File: config.mk
export PLATFORM = sky130hd
export DESIGN_NAME = pmp_mul
export DESIGN_NICKNAME = d
export VERILOG_FILES = /design/src/sv/polygon_mass_properties_core_macros.svh /design/src/sv/pmp_mul.sv
export SDC_FILE = /design/constraint.sdc
export NUM_CORES = 2
export LEC_CHECK = 0
export BUFFER_PORTS_ARGS = -buffer_cell sky130_fd_sc_hd__buf_4
export CAP_MARGIN = 20
export CELL_PAD_IN_SITES_DETAIL_PLACEMENT = 0
export CELL_PAD_IN_SITES_GLOBAL_PLACEMENT = 1
export CORE_ASPECT_RATIO = 1.75
export CORE_MARGIN = 1
export CORE_UTILIZATION = 54
export CTS_CLUSTER_DIAMETER = 50
export CTS_CLUSTER_SIZE = 25
export DETAILED_ROUTE_END_ITERATION = 10
export PLACE_DENSITY = 0.95
export SYNTH_ARGS = -nofsm -noshare
export SYNTH_HDL_FRONTEND = slang
export SYNTH_SLANG_ARGS = --single-unit
File: constraint.sdc
create_clock -name clk -period 21.1 [get_ports clk]
set_input_delay 1.055 -clock clk [delete_from_list [all_inputs] [get_ports clk]]
set_output_delay 1.055 -clock clk [all_outputs]
set_load 0.03 [all_outputs]
File: src/sv/polygon_mass_properties_core_macros.svh
// Assertion macros for the polygon mass properties core.
// Used by the top level only; no other dependencies.
`ifndef POLYGON_MASS_PROPERTIES_CORE_MACROS_SVH
`define POLYGON_MASS_PROPERTIES_CORE_MACROS_SVH
`ifndef NO_ASSERTIONS
`define PMP_ASSERT_NOW(lbl, clk, rst_n, ante, cons) \
	lbl: assert property (@(posedge clk) disable iff (!rst_n) (ante) |-> (cons)) \
		else $error("pmp assertion failed");
`define PMP_ASSERT_NEXT(lbl, clk, rst_n, ante, cons) \
	lbl: assert property (@(posedge clk) disable iff (!rst_n) (ante) |=> (cons)) \
		else $error("pmp assertion failed");
`else
`define PMP_ASSERT_NOW(lbl, clk, rst_n, ante, cons)
`define PMP_ASSERT_NEXT(lbl, clk, rst_n, ante, cons)
`endif
`endif

File: src/sv/pmp_mul.sv
// Shared 64x64 magnitude multiplier, one 32x32 partial product per cycle.
// Depends on pmp_pkg only through the common style; no types used.
module pmp_mul (
	input  logic clk,
	input  logic arst_n,
	input  logic start,
	input  logic signed [63:0] a,
	input  logic signed [63:0] b,
	output logic done,
	output logic neg,
	output logic [127:0] prod
);
	logic [63:0] ma_q, mb_q;
	logic [127:0] acc_q;
	logic [1:0] cnt_q;
	logic busy_q, done_q, neg_q;
	logic [31:0] pa, pb;
	logic [63:0] pp;
	logic [127:0] pp_sh;

	always_comb begin
		pa = cnt_q[1] ? ma_q[63:32] : ma_q[31:0];
		pb = cnt_q[0] ? mb_q[63:32] : mb_q[31:0];
		pp = pa * pb;
		case (cnt_q)
			2'd0: pp_sh = {64'd0, pp};
			2'd3: pp_sh = {pp, 64'd0};
			default: pp_sh = {32'd0, pp, 32'd0};
		endcase
	end

	always_ff @(posedge clk or negedge arst_n) begin
		if (!arst_n) begin
			busy_q <= 1'b0;
			done_q <= 1'b0;
			cnt_q <= '0;
		end else if (start) begin
			busy_q <= 1'b1;
			done_q <= 1'b0;
			cnt_q <= '0;
		end else if (busy_q) begin
			cnt_q <= cnt_q + 2'd1;
			if (cnt_q == 2'd3) begin
				busy_q <= 1'b0;
				done_q <= 1'b1;
			end
		end else begin
			done_q <= 1'b0;
		end
	end

	always_ff @(posedge clk) begin
		if (start) begin
			ma_q <= a[63] ? 64'd0 - a : a;
			mb_q <= b[63] ? 64'd0 - b : b;
			neg_q <= a[63] ^ b[63];
			acc_q <= '0;
		end else if (busy_q) begin
			acc_q <= acc_q + pp_sh;
		end
	end

	assign done = done_q;
	assign neg = neg_q;
	assign prod = acc_q;
endmodule

Word level (Yosys, flattened, before mapping)
Cells that the tools add are included.
W data, S select, Z words.
- input bits: 131
- register bits: 261
- output and inout bits: 130
- word-level logic and storage cells: 32
- bitwise operators: 1
- mux-type cells: 13
- equality and inequality tests: 2
- $add $sub $neg: 4
- reductions and logical operators: 2
- multiply operators: 1
- operator list (operator ; number):
    $pmux W128 S2 ; 1
    $add A128 B128 Y128 ; 1
    $sub A1 B64 Y64 const A ; 2
    $mux W63 ; 2
    $mul A32 B32 Y64 ; 1
    $mux W32 ; 2
    $mux W1 ; 6
    $mux W2 ; 2
    $ne A3 B2 Y1 const B ; 1
    $add A2 B1 Y2 const B ; 1
    $eq A2 B2 Y1 const B ; 1
    $logic_not A2 Y1 ; 1
    $reduce_bool A2 Y1 ; 1
    $xor A1 B1 Y1 ; 1

Depth between registers and ports, before layout
- depth in word-level cells: 4
- depth in mapped cells: 47
- gate-level depth less buffers: 42

Least setup slack after synthesis
No wires, ideal clock.
- kind: register to register
- from: register cnt_q[0]
- to: register acc_q[121] (netlist: prod[121])
- setup time: 0.074 ns
- period minus slack after synthesis: 11.721 ns
- cell stages (with the launch flop): 44
- setup slack: 9.379 ns
- arrival time: 11.647 ns
- path buffers: 4
- cells stage by stage: dfrtp_1 clkbuf_1 clkbuf_1 mux2i_1 clkbuf_1 nor2_1 fa_1 fa_1 fa_1 inv_1 fa_1 inv_1 fa_1 inv_1 fa_1 inv_1 fa_1 fa_1 [8 not listed] o41ai_1 o221ai_1 and4b_1 a2111oi_0 xnor2_1 a2bb2o_1 ha_1 nand2_1 or3_1 nor4_1 o311ai_0 nand3_1 a21boi_0 o31a_1 o41ai_1 a21oi_1 xor2_1 o21ai_0
- cells in the longest elaborated chain, start to end: 4
- elaborated cells on any way between the ends: 6
- classes of those cells: add/sub: 1; mul: 1; eq/ne: 1; mux: 2; reduce/logical: 1
- ends and longest elaborated chain (what ; RTL line ; RTL):
    start, declared ; pmp_mul.sv:15 ; logic [1:0] cnt_q;
    start signal, assigned ; pmp_mul.sv:42 ; cnt_q <= cnt_q + 2'd1;
    $mux W32 ; pmp_mul.sv:23 ; pb = cnt_q[0] ? mb_q[63:32] : mb_q[31:0];
    $mul A32 B32 Y64 ; pmp_mul.sv:24 ; pp = pa * pb;
    $pmux W128 S2 (*) ; pmp_mul.sv:25 ; case (cnt_q)
    $add A128 B128 Y128 (*) ; pmp_mul.sv:59 ; acc_q <= acc_q + pp_sh;
    end signal, assigned ; pmp_mul.sv:59 ;
    end, declared ; pmp_mul.sv:14 ; logic [127:0] acc_q;
Every way passes the cells marked *; elsewhere a longest branch is shown, timed or not.
A chain may end at the register's enable or synchronous reset.

Worst setup path in the final report
- from: register cnt_q[1]
- to: register acc_q[121] (netlist: prod[121])
- cells in the longest elaborated chain, start to end: 4
- elaborated cells on any way between the ends: 6
- classes of those cells: add/sub: 1; mul: 1; eq/ne: 1; mux: 2; reduce/logical: 1
- ends and longest elaborated chain (what ; RTL line ; RTL):
    $mux W32 ; pmp_mul.sv:22 ; pa = cnt_q[1] ? ma_q[63:32] : ma_q[31:0];
    $mul A32 B32 Y64 ; pmp_mul.sv:24 ;
    $pmux W128 S2 (*) ; pmp_mul.sv:25 ;
    $add A128 B128 Y128 (*) ; pmp_mul.sv:59 ;
Marks and branches as above.

==> impl_metrics.toml <==
[critical_path]
crit_slowest_cell = "mux2i_4"
required_ns = 21.57
reg2reg_to = "prod[121]"
arrival_ns = 15.81
crit_fanout = 35
end_kind = "flip-flop"
reg2reg_slack_ns = 5.76
r2r-start = "cnt_q[1]"
r2r_cells = 40
critPathKind = "flip-flop to flip-flop"
slowest_delay_ns = 0.89
path_common_cell = "fa_1"
cp-start-kind = "flip-flop"

[cts]
cts_htree_levels = 1
cts.sinks = 261
cts_tree = "yes"
clock_latency_ns = 0.62
cts_inserted_buffers = 28
cts_setup_buffers = 0
path_clk_slew_ns = 0.09
clk_path_buf_depth = 3
cts_hold_buffers = 0
root_buffer = "clkbuf_16"
postCtsResizedCells = 0

[sta]
hold_viol_final = 0
fmax_ghz = 0.0652
slew_viol_final = 0
rsz0062_at_grt = "false"
fin_crit_ns = 15.34
slew_headroom_pct = 16.4
setup-violations-final = 0
finalSetupTns_ns = 0
setup_ws_ns = 5.76
tightest_slew_ns = 1.24
min_period_over_period_pct = 72.7
skew_ns = 0.0186

[cells_and_area]
fin_nets = 7638
fillers = 8748
drive_gt1_share_pct = 8.99
area_growth_pct = 8.75
fin_util_pct = 59.2
fin_cells = 7536

[detailed_routing]
dr_total_vias = 46100
first_pass_iters = 9
drtAntennaViolNets = 0
wl_per_cell_um = 27.7
first_iter_violations = 3746
drc = 0
via_per_inst = 6.12
finalWirelength_um = 209000

[global_route]
track_usage_pct = 42.7
grt_pass1_wl_um = 306000
grt_pass1_vias = 48500
grt_antenna_before_repair = 15
grt_start_max_net_pins = 70
overflow = 0

[place]
port_buffers = 260
place_ws_ns = 6.10
gp_congestion = 1.05
post-dp-hpwl_um = 172000
dp_cells = 7477

[synthesis]
synth-simple-area-share_pct = 15.5
synth-compound-area-share_pct = 11.3
synth_area_per_cell_um2 = 8.62
synth_cells = 6115
syn_area_mm2 = 0.0527
synth_warnings = 0
synth_cell_types = 75
synth_area_leader_cell = "fa_1"
synth.area.mux_share_pct = 3.42
synth_top_family_by_area = "adder cells"
ys_seq_area_share_pct = 12.4
synth-xor-area-share_pct = 5.15
synth-edff-count = 129
synthArstFlopShare_pct = 1.53
synth_fa_ha_area_share_pct = 43.6
synth_top_area_share_pct = 34.1
synth_top_flop_cell = "edfxtp_1"
ys_top_cells_by_area = "fa_1 34%, ha_1 9.5%, edfxtp_1 7.4%, inv_1 6.4%, nor2_1 5.9%"
synth_nets = 7544
ys_seq_elements = 261

[floorplanning]
die_y_um = 415
initial_utilization_pct = 54.5
core_mm2 = 0.0967
die_w_um = 238
ios = 261
dieArea_mm2 = 0.0989
rows = 151

[status]
status = "finished clean"

[job]
maxCapViolations = 0

[worst_hold_path]
hp-class = "input port to asynchronous set/reset pin"
cells in the final DEF, fill, tap and decap left out, types with 11 or more instances in the layout:
cell / instances
a211oi_1: 22
a21boi_0: 14
a21o_1: 95
a21oi_1: 270
a22o_1: 48
a31oi_1: 24
and2_1: 66
and3_1: 11
and4_1: 11
buf_4: 361
clkbuf_16: 29
dfxtp_1: 128
edfxtp_1: 129
fa_1: 897
ha_1: 400
inv_1: 902
mux2_2: 62
mux2i_1: 68
mux2i_2: 35
nand2_1: 729
nand2b_1: 27
nand3_1: 29
nand4_1: 77
nor2_1: 821
nor2b_1: 12
nor3_1: 30
nor4_1: 16
o21a_1: 19
o21ai_0: 266
o21bai_1: 39
o31ai_1: 48
o41ai_1: 24
or2_2: 12
or3_1: 37
or4_1: 15
xnor2_1: 230
xor2_1: 79
per-stage QoR:
| stage | hold slack, ns | area, um^2 |
|---|---|---|
| 2_1_floorplan | 0.598 | 52700 |
| 3_5_place_dp | 0.479 | 56200 |
| 5_1_grt | 0.253 | 57300 |
| 3_3_place_gp | 0.473 | 56100 |
| 4_1_cts | 0.250 | 57200 |
| 6_report | 0.273 | 57300 |
kinds of logic (layout without fill, tap and decap cells):
group,Yosys count,in the layout
and+or+nand+nor,1920,1920
xor gates and xnor gates,310,310
AOI/OAI and AO/OA,950,950
adders and majority gates,1298,1298
buffers and inverters,1204,1320
muxes,172,172
DFF,261,261
other,0,5
critical path: cells and delay by family, from the launching register on:
family	cells	cell delay (ns)
AO/OA/AOI/OAI	16	4.73
AND/OR/NAND/NOR	6	1.78
multiplexers	1	0.89
XOR/XNOR	2	1.06
buffers and inverters	5	1.13
adder cells (fa/ha/maj)	10	4.72
flip-flops	1	0.80
cells in the mapped netlist (29+ instances only):
master and number:
ha_1 401, inv_1 902, and2_1 66, nand2_1 729, dfxtp_1 128, xnor2_1 231, fa_1 897, xor2_1 79
mux2i_1 110, o21ai_0 266, edfxtp_1 129, nor3_1 30, a21oi_1 270, nor2_1 822, mux2_2 62, a22o_1 48
nand4_1 77, or3_1 37, a21o_1 95, nand3_1 29, clkbuf_1 280, o21bai_1 39, o31ai_1 48
routing by layer:
metal  part of all wire, %  GRT usage (%)
met2                    47           70.8
met3                   8.2           8.23
met5                 0.059              0
met1                    33           45.3
met4                    12           40.6
worst max-delay path by stage:
stage | to | cells after the start | from | slack [ns]
after floorplan | prod[121] | 43 | cnt_q[0] | 9.38
after global routing | prod[121] | 42 | cnt_q[1] | 5.50
after CTS | prod[121] | 40 | cnt_q[1] | 6.04
after detailed placement | prod[121] | 40 | cnt_q[1] | 6.10
after global placement | prod[121] | 38 | cnt_q[1] | 5.92
final | prod[121] | 40 | cnt_q[1] | 5.76
sequential cells by signal, indices dropped and copies added, names as in the netlist:
signal,count
busy_q,1
cnt_q,2
done,1
ma_q,64
mb_q,64
neg,1
prod,128
cell type report:
class / count / area (um^2) / area share, %
multi-input combinational: 4650 / 41900 / 73.1
timing repair buffer: 365 / 2770 / 4.84
clock buffer: 31 / 733 / 1.28
sequential: 261 / 6550 / 11.4
tap: 1300 / 1630 / 2.84
clock inverter: 21 / 335 / 0.585
antenna: 5 / 12.5 / 0.0218
inverter: 903 / 3390 / 5.92
Power is not shown: default switching activity piles up to over one toggle a cycle in this logic, so the estimate is an artifact.
