### src/sv/polygon_mass_properties_core_macros.svh
// Assertion macros for the polygon mass properties core.
// Used by the top level only; no other dependencies.
`ifndef POLYGON_MASS_PROPERTIES_CORE_MACROS_SVH
`define POLYGON_MASS_PROPERTIES_CORE_MACROS_SVH
`ifndef NO_ASSERTIONS
`define PMP_ASSERT_NOW(lbl, clk, rst_n, ante, cons) \
	lbl: assert property (@(posedge clk) disable iff (!rst_n) (ante) |-> (cons)) \
		else $error("pmp assertion failed");
`define PMP_ASSERT_NEXT(lbl, clk, rst_n, ante, cons) \
	lbl: assert property (@(posedge clk) disable iff (!rst_n) (ante) |=> (cons)) \
		else $error("pmp assertion failed");
`else
`define PMP_ASSERT_NOW(lbl, clk, rst_n, ante, cons)
`define PMP_ASSERT_NEXT(lbl, clk, rst_n, ante, cons)
`endif
`endif

### src/sv/pmp_div.sv
// Restoring divider, 128-bit magnitude by 66-bit divisor, one bit per cycle; in the
// by_twelve mode it scales by 1/(12*2^16) instead, sixteen quotient bits a step.
// Standalone; no package use.
module pmp_div (
	input  logic clk,
	input  logic arst_n,
	input  logic start,
	input  logic by_twelve,
	input  logic [127:0] num,
	input  logic [65:0] den,
	output logic done,
	output logic [127:0] quo
);
	// 12 * 2^16 = 3 * 2^18: shift by 18, then divide by 3 with a reciprocal
	localparam int TWELVE_SHIFT = 18;
	localparam logic [17:0] RECIP3 = 18'd174763;

	logic [127:0] num_q;
	logic [65:0] rem_q, den_q;
	logic [6:0] cnt_q;
	logic busy_q, done_q, by_twelve_q;
	logic [66:0] trial;
	logic [67:0] diff;
	logic ge;
	logic [1:0] r3_q;
	logic [17:0] v3, r3_full;
	logic [35:0] v3m;
	logic [15:0] q3;

	always_comb begin
		trial = {rem_q, num_q[127]};
		diff = {1'b0, trial} - {2'b00, den_q};
		ge = !diff[67];
		v3 = {r3_q, num_q[127:112]};
		v3m = {18'd0, v3} * {18'd0, RECIP3};
		q3 = v3m[34:19];
		r3_full = v3 - ({2'b00, q3} + {1'b0, q3, 1'b0});
	end

	always_ff @(posedge clk or negedge arst_n) begin
		if (!arst_n) begin
			busy_q <= 1'b0;
			done_q <= 1'b0;
			cnt_q <= '0;
			by_twelve_q <= 1'b0;
		end else if (start) begin
			busy_q <= 1'b1;
			done_q <= 1'b0;
			cnt_q <= '0;
			by_twelve_q <= by_twelve;
		end else if (busy_q) begin
			cnt_q <= cnt_q + 7'd1;
			if (cnt_q == (by_twelve_q ? 7'd7 : 7'd127)) begin
				busy_q <= 1'b0;
				done_q <= 1'b1;
			end
		end else begin
			done_q <= 1'b0;
		end
	end

	always_ff @(posedge clk) begin
		if (start) begin
			num_q <= by_twelve ? (num >> TWELVE_SHIFT) : num;
			den_q <= den;
			rem_q <= '0;
			r3_q <= '0;
		end else if (busy_q) begin
			if (by_twelve_q) begin
				// long division by 3, one 16-bit digit per step
				num_q <= {num_q[111:0], q3};
				r3_q <= r3_full[1:0];
			end else begin
				rem_q <= ge ? diff[65:0] : trial[65:0];
				num_q <= {num_q[126:0], ge};
			end
		end
	end

	assign done = done_q;
	assign quo = num_q;
endmodule

### config.mk
export PLATFORM = sky130hd
export DESIGN_NAME = pmp_div
export DESIGN_NICKNAME = d
export VERILOG_FILES = /design/src/sv/polygon_mass_properties_core_macros.svh /design/src/sv/pmp_div.sv
export SDC_FILE = /design/constraint.sdc
export NUM_CORES = 1
export LEC_CHECK = 0
export BUFFER_PORTS_ARGS = -buffer_cell sky130_fd_sc_hd__buf_2
export CORE_ASPECT_RATIO = 0.5
export CORE_MARGIN = 2
export CORE_UTILIZATION = 55
export CTS_CLUSTER_SIZE = 24
export DETAILED_ROUTE_END_ITERATION = 8
export GPL_TIMING_DRIVEN = 0
export PLACE_DENSITY = 0.85
export SYNTH_ARGS = -nofsm -noshare
export SYNTH_HDL_FRONTEND = slang
export SYNTH_SLANG_ARGS = --single-unit
### constraint.sdc
create_clock -name clk -period 7.8 [get_ports clk]
set_input_delay 0.78 -clock clk [delete_from_list [all_inputs] [get_ports clk]]
set_output_delay 0.78 -clock clk [all_outputs]
set_load 0.1 [all_outputs]
Word level (Yosys, flattened, before mapping) --
Cells that the tools add are included.
Word-level totals: flip-flop bits (word level) 272, RAM bits 0, ROM bits 0, latch bits 0, output and inout port bits 129, memories 0, input port bits 198, logic and storage cells 34
Operators by class: muxes and demuxes 14, equal/unequal tests 2, shift operators 0, divide/modulo/power cells 0, order comparisons 0, reduce and logical (&&, ||, !) cells 4, multipliers 1, bitwise gates (word level) 1, $add $sub $neg 4
Operators by type and width (count):
- two-way mux 128 bit | 4
- subtractor 67 x 66 -> 68 bit | 1
- two-way mux 66 bit | 1
- multiplier 18 x 18 -> 35 bit, second input constant | 1
- two-way mux 7 bit | 3
- adder 7 x 1 -> 7 bit, second input constant | 1
- equality test 7 bit | 1
- two-way mux 1 bit | 6
- AND reduction 2 bit | 2
- != test 3 x 2 -> 1 bit, second input constant | 1
- adder 2 bit | 1
- nonzero test 2 bit | 1
- subtractor 2 bit | 1
- zero test 1 bit | 1
- inverter 1 bit | 1

Logic depth before layout (Yosys ltp) --
Gate-level depths: netlist of the first run.
word-level depth 5, mapped depth 25, mapped depth without buffers 25

Worst setup path before layout of the first run --
OpenSTA, ideal clock, no wires.
path type reg-to-reg, start register num_q[123], in the netlist quo[123], end register r3_q[1], data arrival time 7026 ps, stages on the path, launching flop included 26, data required time 7714 ps, setup slack 688 ps, buffers on the path 0, clock period less this slack 7112 ps, library setup time 86 ps, path through edfxtp_1 -> ha_1 -> ha_1 -> inv_1 -> fa_1 -> fa_1 -> inv_1 -> fa_1 -> inv_1 -> fa_1 -> inv_1 -> ha_1 -> a21o_1 -> a21o_1 -> a211o_1 -> a21o_1 -> a21o_1 -> a21oi_2 -> xnor2_1 -> ha_1 -> xor2_1 -> nor4_1 -> o21bai_1 -> nand2_1 -> or4_1 -> a211oi_1
Between the ends: word-level cells in the longest chain between the ends 3
Ends and longest elaborated chain:
- from (decl) | line pmp_div.sv:18 | logic [127:0] num_q;
- from (signal assigned) | line pmp_div.sv:64 | num_q <= by_twelve ? (num >> TWELVE_SHIFT) : num;
- from (signal assigned) | line pmp_div.sv:71 | num_q <= {num_q[111:0], q3};
- from (signal assigned) | line pmp_div.sv:75 | num_q <= {num_q[126:0], ge};
- multiplier 18 x 18 -> 35 bit | line pmp_div.sv:35 | v3m = {18'd0, v3} * {18'd0, RECIP3};
- adder 2 bit | line pmp_div.sv:37 | r3_full = v3 - ({2'b00, q3} + {1'b0, q3, 1'b0});
- subtractor 2 bit | line pmp_div.sv:37
- to (signal assigned) | line pmp_div.sv:72 | r3_q <= r3_full[1:0];
- to (decl) | line pmp_div.sv:25 | logic [1:0] r3_q;
No other way between the ends. A chain may end at the register's enable or synchronous reset.

Worst setup path after layout of the first run --
Same ends and word-level chain as after synthesis.

==> results_tabular.tex, run 1 <==
\begin{tabular}{lr}
\hline
Metric & Value \\
\hline
\multicolumn{2}{l}{\textbf{Worst setup path}} \\
Nature of the critical path startpoint & register \\
Required @ worst endpoint & 8310 ps \\
Max stage delay on crit path & 600 ps \\
Category of cells accounting for the largest share of critical-path delay & adder cells \\
R2r setup slk & 550 ps \\
Endpoint of the worst-slack reg-to-reg timing path & r3\_q[1]\$\_SDFFE\_PP0P\_ \\
Cell with the largest stage delay on the worst path & edfxtp\_1 \\
WP buf/inv & 4 \\
Data arrival time at the worst-slack endpoint & 7760 ps \\
Endpoint type of the worst setup path & register \\
Kind of critical path & reg2reg \\
R2R depth & 25 \\
Reg-to-reg critical path startpoint & quo[123]\$\_DFFE\_PP\_ \\
Max Fanout on Critical Path & 9 \\
\multicolumn{2}{l}{\textbf{Pwr}} \\
Final Power & 10.6 mW \\
Max rail drop VDD & 0.000577 V \\
Cell-internal power & 5.06 mW \\
Leakage power figure & 11.8 nW \\
Sw Share & 52.4\% \\
Sequential share of power & 19.6\% \\
Power density relative to cell area & 420 nW/um\^{}2 \\
Clock power share & 11.8\% \\
Switching power of the nets & 5.58 mW \\
Share of total power in combinational logic & 68.6\% \\
\multicolumn{2}{l}{\textbf{Die}} \\
Number of I/O pins & 327 \\
DIE AREA & 42,000 sq um \\
Starting Density & 56.4\% \\
Core ar. & 39,300 sq um \\
Height of the die & 146 um \\
Overall die width & 288 um \\
Core Rows & 51 \\
\multicolumn{2}{l}{\textbf{Placement}} \\
Input/output buffers & 325 \\
Detail Placement HPWL & 56,600 um \\
Final weighted congestion in routability-driven placement & 1.06 \\
\# placed instances & 3,144 \\
\multicolumn{2}{l}{\textbf{Synth}} \\
Commonest cells post-synth & 315 x inv\_1, 223 x ha\_1, 194 x edfxtp\_1, 169 x a21oi\_1, 155 x nand2\_1 \\
Mapped Cells & 2,287 \\
Share of the yosys chip area belonging to registers & 33.5\% \\
Netlist area before placement & 22,200 sq um \\
Synth unique cells & 82 \\
Flip-flop and latch count after synthesis & 272 \\
Post-synth top flop & edfxtp\_1 \\
Most frequent cell after synthesis & inv\_1 \\
Mean cell area of the mapped netlist & 9.69 sq um \\
Share of the synthesized area in the top cell type & 26.3\% \\
Cells taking the most area after synthesis & edfxtp\_1 26\%, ha\_1 13\%, fa\_1 9.8\%, dfxtp\_1 6.1\%, inv\_1 5.3\% \\
Number of warnings reported in the yosys synthesis log & 0 \\
Cell type with the largest total area after synthesis & edfxtp\_1 \\
Post-synth EDFFs & 194 \\
Share of flip-flops with an asynchronous set or reset & 3.68\% \\
Syn nets & 2,816 \\
\multicolumn{2}{l}{\textbf{Timing}} \\
Post-route fraction of the period consumed by the critical path & 92.9\% \\
Tightest Pin Transition & 890 ps \\
RSZ-0062 raised after global routing & false \\
Post-Route Hold Slack & 35.0 ps \\
Clock skew & 43.6 ps \\
Time the worst path needs with I/O delays and setup & 7250 ps \\
Final setup violation count & 0 \\
Relative slew margins & 40.7\% \\
Number of hold violations in the final report & 0 \\
Total Neg Setup Slack & 0 ps \\
Final Slew Violations & 0 \\
Achievable clock frequency & 138 MHz \\
\multicolumn{2}{l}{\textbf{Global route}} \\
Pin count of the biggest net entering global routing & 68 \\
Wire length of the first global-routing pass & 110,000 um \\
Overflow left after global routing & 0 \\
Total Routing Usage GR & 33.6\% \\
Via count of the first global-routing pass & 19,475 \\
Number of antenna violations at the first check in global routing & 5 \\
\multicolumn{2}{l}{\textbf{Clocking}} \\
Total of hold buffers inserted after clock tree synthesis & 0 \\
Num CTS Buffers & 26 \\
Number of sinks handled by clock tree synthesis & 272 \\
Register clock-pin slew on the reported worst setup and hold paths & 70 ps \\
Buffer depth of the longest clock path & 3 \\
CTS root buf & clkbuf\_16 \\
Insertion delay to the later sink of the worst-skew pair & 600 ps \\
Buffers inserted by post-CTS timing repair & 0 \\
Clock tree from TritonCTS & built \\
Gates resized, CTS repair & 0 \\
Deepest level of the CTS H-tree & 1 \\
\multicolumn{2}{l}{\textbf{Layout}} \\
Non-filler instance count after layout & 3,192 \\
Fillers & 3,301 \\
Register area & 7440 sq um \\
Multi-input combinational cell area & 13,100 sq um \\
Area delta synth->final & 14.2\% \\
Final-stage net count & 3,171 \\
Proportion of layout cells with a drive suffix above 1 & 15.0\% \\
Final core utilization & 64.4\% \\
\multicolumn{2}{l}{\textbf{Route}} \\
Final routed wirelength across all metal layers & 71,400 um \\
Vias per Instance & 6.24 \\
Total number of vias & 19,932 \\
Drt initial violations & 2,143 \\
Detailed-routing iteration count for the pre-antenna-repair pass & 6 \\
Number of design rule violations left after detail routing & 0 \\
Average wire length per cell after detail routing & 22.4 um \\
Antenna viol nets, final & 0 \\
\multicolumn{2}{l}{\textbf{Run}} \\
Max capacitance violation total & 0 \\
\multicolumn{2}{l}{\textbf{Status}} \\
Status & finished clean \\
\multicolumn{2}{l}{\textbf{Min path}} \\
Type of the tightest min-delay check & in2async \\
\hline
\end{tabular}
flip-flops by register name, indices dropped and copies added, names as in the netlist:
register	count
quo	128
den_q	66
rem_q	66
cnt_q	7
r3_q	2
busy_q	1
by_twelve_q	1
done	1
power by group through the flow:
stage | registers (mW) | clock network [mW] | logic (mW)
global placement | 2.09 | 0 | 6.96
global route | 2.09 | 1.31 | 8.08
CTS | 2.07 | 1.26 | 7.29
finish | 2.08 | 1.26 | 7.30
floorplan | 2.95 | 0 | 4.57
detailed placement | 2.09 | 0 | 7.22
per-stage QoR:
stage / cell area (sq um) / worst slack (ps)
after floorplan: 22200 / 688
after global placement: 24500 / 679
after detailed placement: 24500 / 567
after CTS: 25300 / 586
after global routing: 25300 / 200
final: 25300 / 554
placed cells by master (no fill, tap or decap), types with 11 or more instances in the layout:
| cell type | instances |
|---|---|
| buf_2 | 330 |
| a31oi_1 | 24 |
| nand4_1 | 33 |
| clkbuf_16 | 26 |
| a21oi_1 | 169 |
| fa_1 | 108 |
| nand2_1 | 155 |
| nand3_1 | 22 |
| buf_1 | 11 |
| clkbuf_1 | 104 |
| nor3_1 | 26 |
| inv_1 | 315 |
| edfxtp_1 | 194 |
| nor2_1 | 85 |
| a22o_1 | 68 |
| dfxtp_1 | 68 |
| a211oi_1 | 12 |
| ha_1 | 223 |
| a221o_1 | 69 |
| o21ai_0 | 149 |
| xor2_1 | 32 |
| a21o_1 | 42 |
| xnor2_1 | 50 |
| a22oi_1 | 53 |
| nor4b_1 | 12 |
| o21bai_1 | 19 |
| mux2i_1 | 75 |
layout make-up:
class,count,area share [%]
multi-input cells,1579,51.6
flip-flops and latches,272,29.4
repair buffers,327,6.65
inverters,317,4.70
clock buffers,34,2.73
well taps,530,2.62
plain buffers,119,1.89
clock inverters,12,0.430
diodes,2,0.0198
worst max path at each step:
stage,slack (ps),end,startpoint,depth (start not counted)
finish,550,r3_q[1]$_SDFFE_PP0P_,quo[123]$_DFFE_PP_,25
global route,200,r3_q[1]$_SDFFE_PP0P_,quo[123]$_DFFE_PP_,25
CTS,590,r3_q[1]$_SDFFE_PP0P_,quo[123]$_DFFE_PP_,25
detailed placement,570,r3_q[1]$_SDFFE_PP0P_,quo[123]$_DFFE_PP_,25
global placement,680,r3_q[1]$_SDFFE_PP0P_,quo[123]$_DFFE_PP_,25
floorplan,690,r3_q[1]$_SDFFE_PP0P_,quo[123]$_DFFE_PP_,25
cells by family after synthesis:
kind of cell / Yosys count / share of synthesized area [%]
and+or+nand+nor: 405 / 8.74
AOI/OAI and AO/OA: 682 / 21.0
buffers and inverters: 436 / 7.53
DFF: 272 / 33.5
xor gates and xnor gates: 82 / 3.24
muxes: 79 / 3.59
adders and majority gates: 331 / 22.3
metal layers:
layer / track usage (%) / share of wire, %
met3: 5.39 / 9.6
met2: 54.4 / 46
met5: 0 / 0.028
met1: 46.7 / 41
met4: 9.53 / 3.0
worst register-to-register path: cells and delay by family, from the launching register on:
kind / cells / cell delay (ps)
fa+ha+maj: 8 / 3290
compound gates: 8 / 1780
xor+xnor: 2 / 720
simple gates: 3 / 650
flops: 1 / 600
buf+inv: 4 / 190
(Power assumes the default switching activity.)
==> run 2, diff against run 1 <==
Settings changed: CORE_MARGIN 2 to unset.
==> results_tabular.tex, run 2 (synthesis gave the netlist of run 1 again) <==
\begin{tabular}{lr}
\hline
Metric & Value \\
\hline
\multicolumn{2}{l}{\textbf{Status}} \\
Status & finished clean \\
\multicolumn{2}{l}{\textbf{Die}} \\
Core Rows & 51 \\
Overall die width & 286 um \\
Core ar. & 39,300 sq um \\
Starting Density & 56.4\% \\
Number of I/O pins & 327 \\
Height of the die & 144 um \\
DIE AREA & 41,200 sq um \\
\multicolumn{2}{l}{\textbf{Pwr}} \\
Power density relative to cell area & 423 nW/um\^{}2 \\
Leakage power figure & 11.8 nW \\
Final Power & 10.7 mW \\
Max rail drop VDD & 0.000584 V \\
\multicolumn{2}{l}{\textbf{Clocking}} \\
Buffers inserted by post-CTS timing repair & 0 \\
Number of sinks handled by clock tree synthesis & 272 \\
CTS root buf & clkbuf\_16 \\
Buffer depth of the longest clock path & 3 \\
Insertion delay to the later sink of the worst-skew pair & 600 ps \\
Gates resized, CTS repair & 0 \\
Clock tree from TritonCTS & built \\
Total of hold buffers inserted after clock tree synthesis & 0 \\
Num CTS Buffers & 26 \\
Register clock-pin slew on the reported worst setup and hold paths & 70 ps \\
Deepest level of the CTS H-tree & 1 \\
\multicolumn{2}{l}{\textbf{Layout}} \\
Top library cells by usage in the layout, fill and taps aside & 330 x buf\_2, 315 x inv\_1, 223 x ha\_1, 194 x edfxtp\_1, 169 x a21oi\_1 \\
Most common cell after layout, fill and taps aside & buf\_2 \\
Area delta synth->final & 14.4\% \\
Register area & 7440 sq um \\
Number of flip-flops under the largest register name & 128 \\
Final core utilization & 64.5\% \\
Final Cell Area & 25,400 sq um \\
Proportion of layout cells with a drive suffix above 1 & 15.1\% \\
Fillers & 3,254 \\
Final-stage net count & 3,171 \\
Multi-input combinational cell area & 13,100 sq um \\
\multicolumn{2}{l}{\textbf{Placement}} \\
Input/output buffers & 325 \\
Placed Area & 24,500 sq um \\
Final weighted congestion in routability-driven placement & 1.00 \\
Detail Placement HPWL & 56,400 um \\
\multicolumn{2}{l}{\textbf{Timing}} \\
Post-route fraction of the period consumed by the critical path & 93.6\% \\
Relative slew margins & 33.0\% \\
Time the worst path needs with I/O delays and setup & 7300 ps \\
Total Neg Setup Slack & 0 ps \\
Final Slew Violations & 0 \\
Achievable clock frequency & 137 MHz \\
RSZ-0062 raised after global routing & false \\
Tightest Pin Transition & 1010 ps \\
Clock skew & 50.3 ps \\
Number of hold violations in the final report & 0 \\
Final setup violation count & 0 \\
\multicolumn{2}{l}{\textbf{Worst setup path}} \\
Required @ worst endpoint & 8310 ps \\
Max stage delay on crit path & 630 ps \\
Kind of critical path & reg2reg \\
Data arrival time at the worst-slack endpoint & 7810 ps \\
Endpoint type of the worst setup path & register \\
Nature of the critical path startpoint & register \\
Max Fanout on Critical Path & 9 \\
Cell with the largest stage delay on the worst path & edfxtp\_1 \\
\multicolumn{2}{l}{\textbf{Global route}} \\
Number of antenna violations at the first check in global routing & 5 \\
Pin count of the biggest net entering global routing & 68 \\
Wire length of the first global-routing pass & 109,000 um \\
Total Routing Usage GR & 34.1\% \\
Via count of the first global-routing pass & 19,382 \\
Overflow left after global routing & 0 \\
\multicolumn{2}{l}{\textbf{Route}} \\
Number of design rule violations left after detail routing & 0 \\
Total number of vias & 20,068 \\
Average wire length per cell after detail routing & 22.3 um \\
Antenna viol nets, final & 0 \\
Final routed wirelength across all metal layers & 71,300 um \\
Detailed-routing iteration count for the pre-antenna-repair pass & 6 \\
Drt initial violations & 2,385 \\
Vias per Instance & 6.28 \\
\multicolumn{2}{l}{\textbf{Min path}} \\
Type of the tightest min-delay check & in2async \\
\multicolumn{2}{l}{\textbf{Run}} \\
Max capacitance violation total & 0 \\
\hline
\end{tabular}
## run 2: cell count changes in the layout (fill, tap and decap cells not counted), sizes merged
cell / delta
clkbuf: +2
clkinv: -3
diode: +2
inv: +1
## run 2: area by class of cell
| class | count | share of cell area, % |
|---|---|---|
| buffer | 119 | 1.89 |
| timing repair buffer | 327 | 6.64 |
| clock inverter | 10 | 0.464 |
| tap | 530 | 2.62 |
| multi-input combinational | 1579 | 51.5 |
| inverter | 317 | 4.69 |
| clock buffer | 36 | 2.79 |
| antenna | 4 | 0.0395 |
| sequential | 272 | 29.3 |
## run 2: worst max-delay path: cells and delay by family, from the launching register on
family	cells	cell delay, ps
and+or+nand+nor	3	620
xor gates and xnor gates	2	670
AOI/OAI and AO/OA	8	1800
adders and majority gates	8	3310
DFF	1	630
buffers and inverters	4	190
## run 2: report_power, final
group / switching, mW / internal [mW]
logic: 4.76 / 2.61
registers: 0.268 / 1.82
clock network: 0.602 / 0.677
total: 5.63 / 5.10
## run 2: routing by layer
layer,up-vias,track usage (%),wire (um)
li1,8988,-,-
met1,9662,46.5,29200
met2,1207,54.4,32000
met3,211,6.84,7400
met4,0,11.6,2690
met5,-,0,0
## run 2: through the flow
step                worst slack [ps]  hold WS (ps)  std cells
finish                           496          45.0       3194
global route                     142          48.6       3194
CTS                              533          31.9       3190
detailed placement               517           475       3144
global placement                 683           462       3142
floorplan                        688           449       2287
## run 2: worst paths after layout
check                                  startpoint                 endpoint  slack (ps)  cells after the start
setup reg to reg               quo[123]$_DFFE_PP_     r3_q[1]$_SDFFE_PP0P_         500                     25
hold reg to reg            rem_q[15]$_SDFFE_PP0P_   rem_q[15]$_SDFFE_PP0P_         490                      2
min in group clk                          den[25]      den_q[25]$_DFFE_PP_         360                      1
max in group asynchronous                  arst_n     cnt_q[6]$_DFFE_PN0P_        7550                      1
setup / recovery               quo[123]$_DFFE_PP_     r3_q[1]$_SDFFE_PP0P_         500                     25
hold / removal                             arst_n  by_twelve_q$_DFFE_PN0P_          40                      1
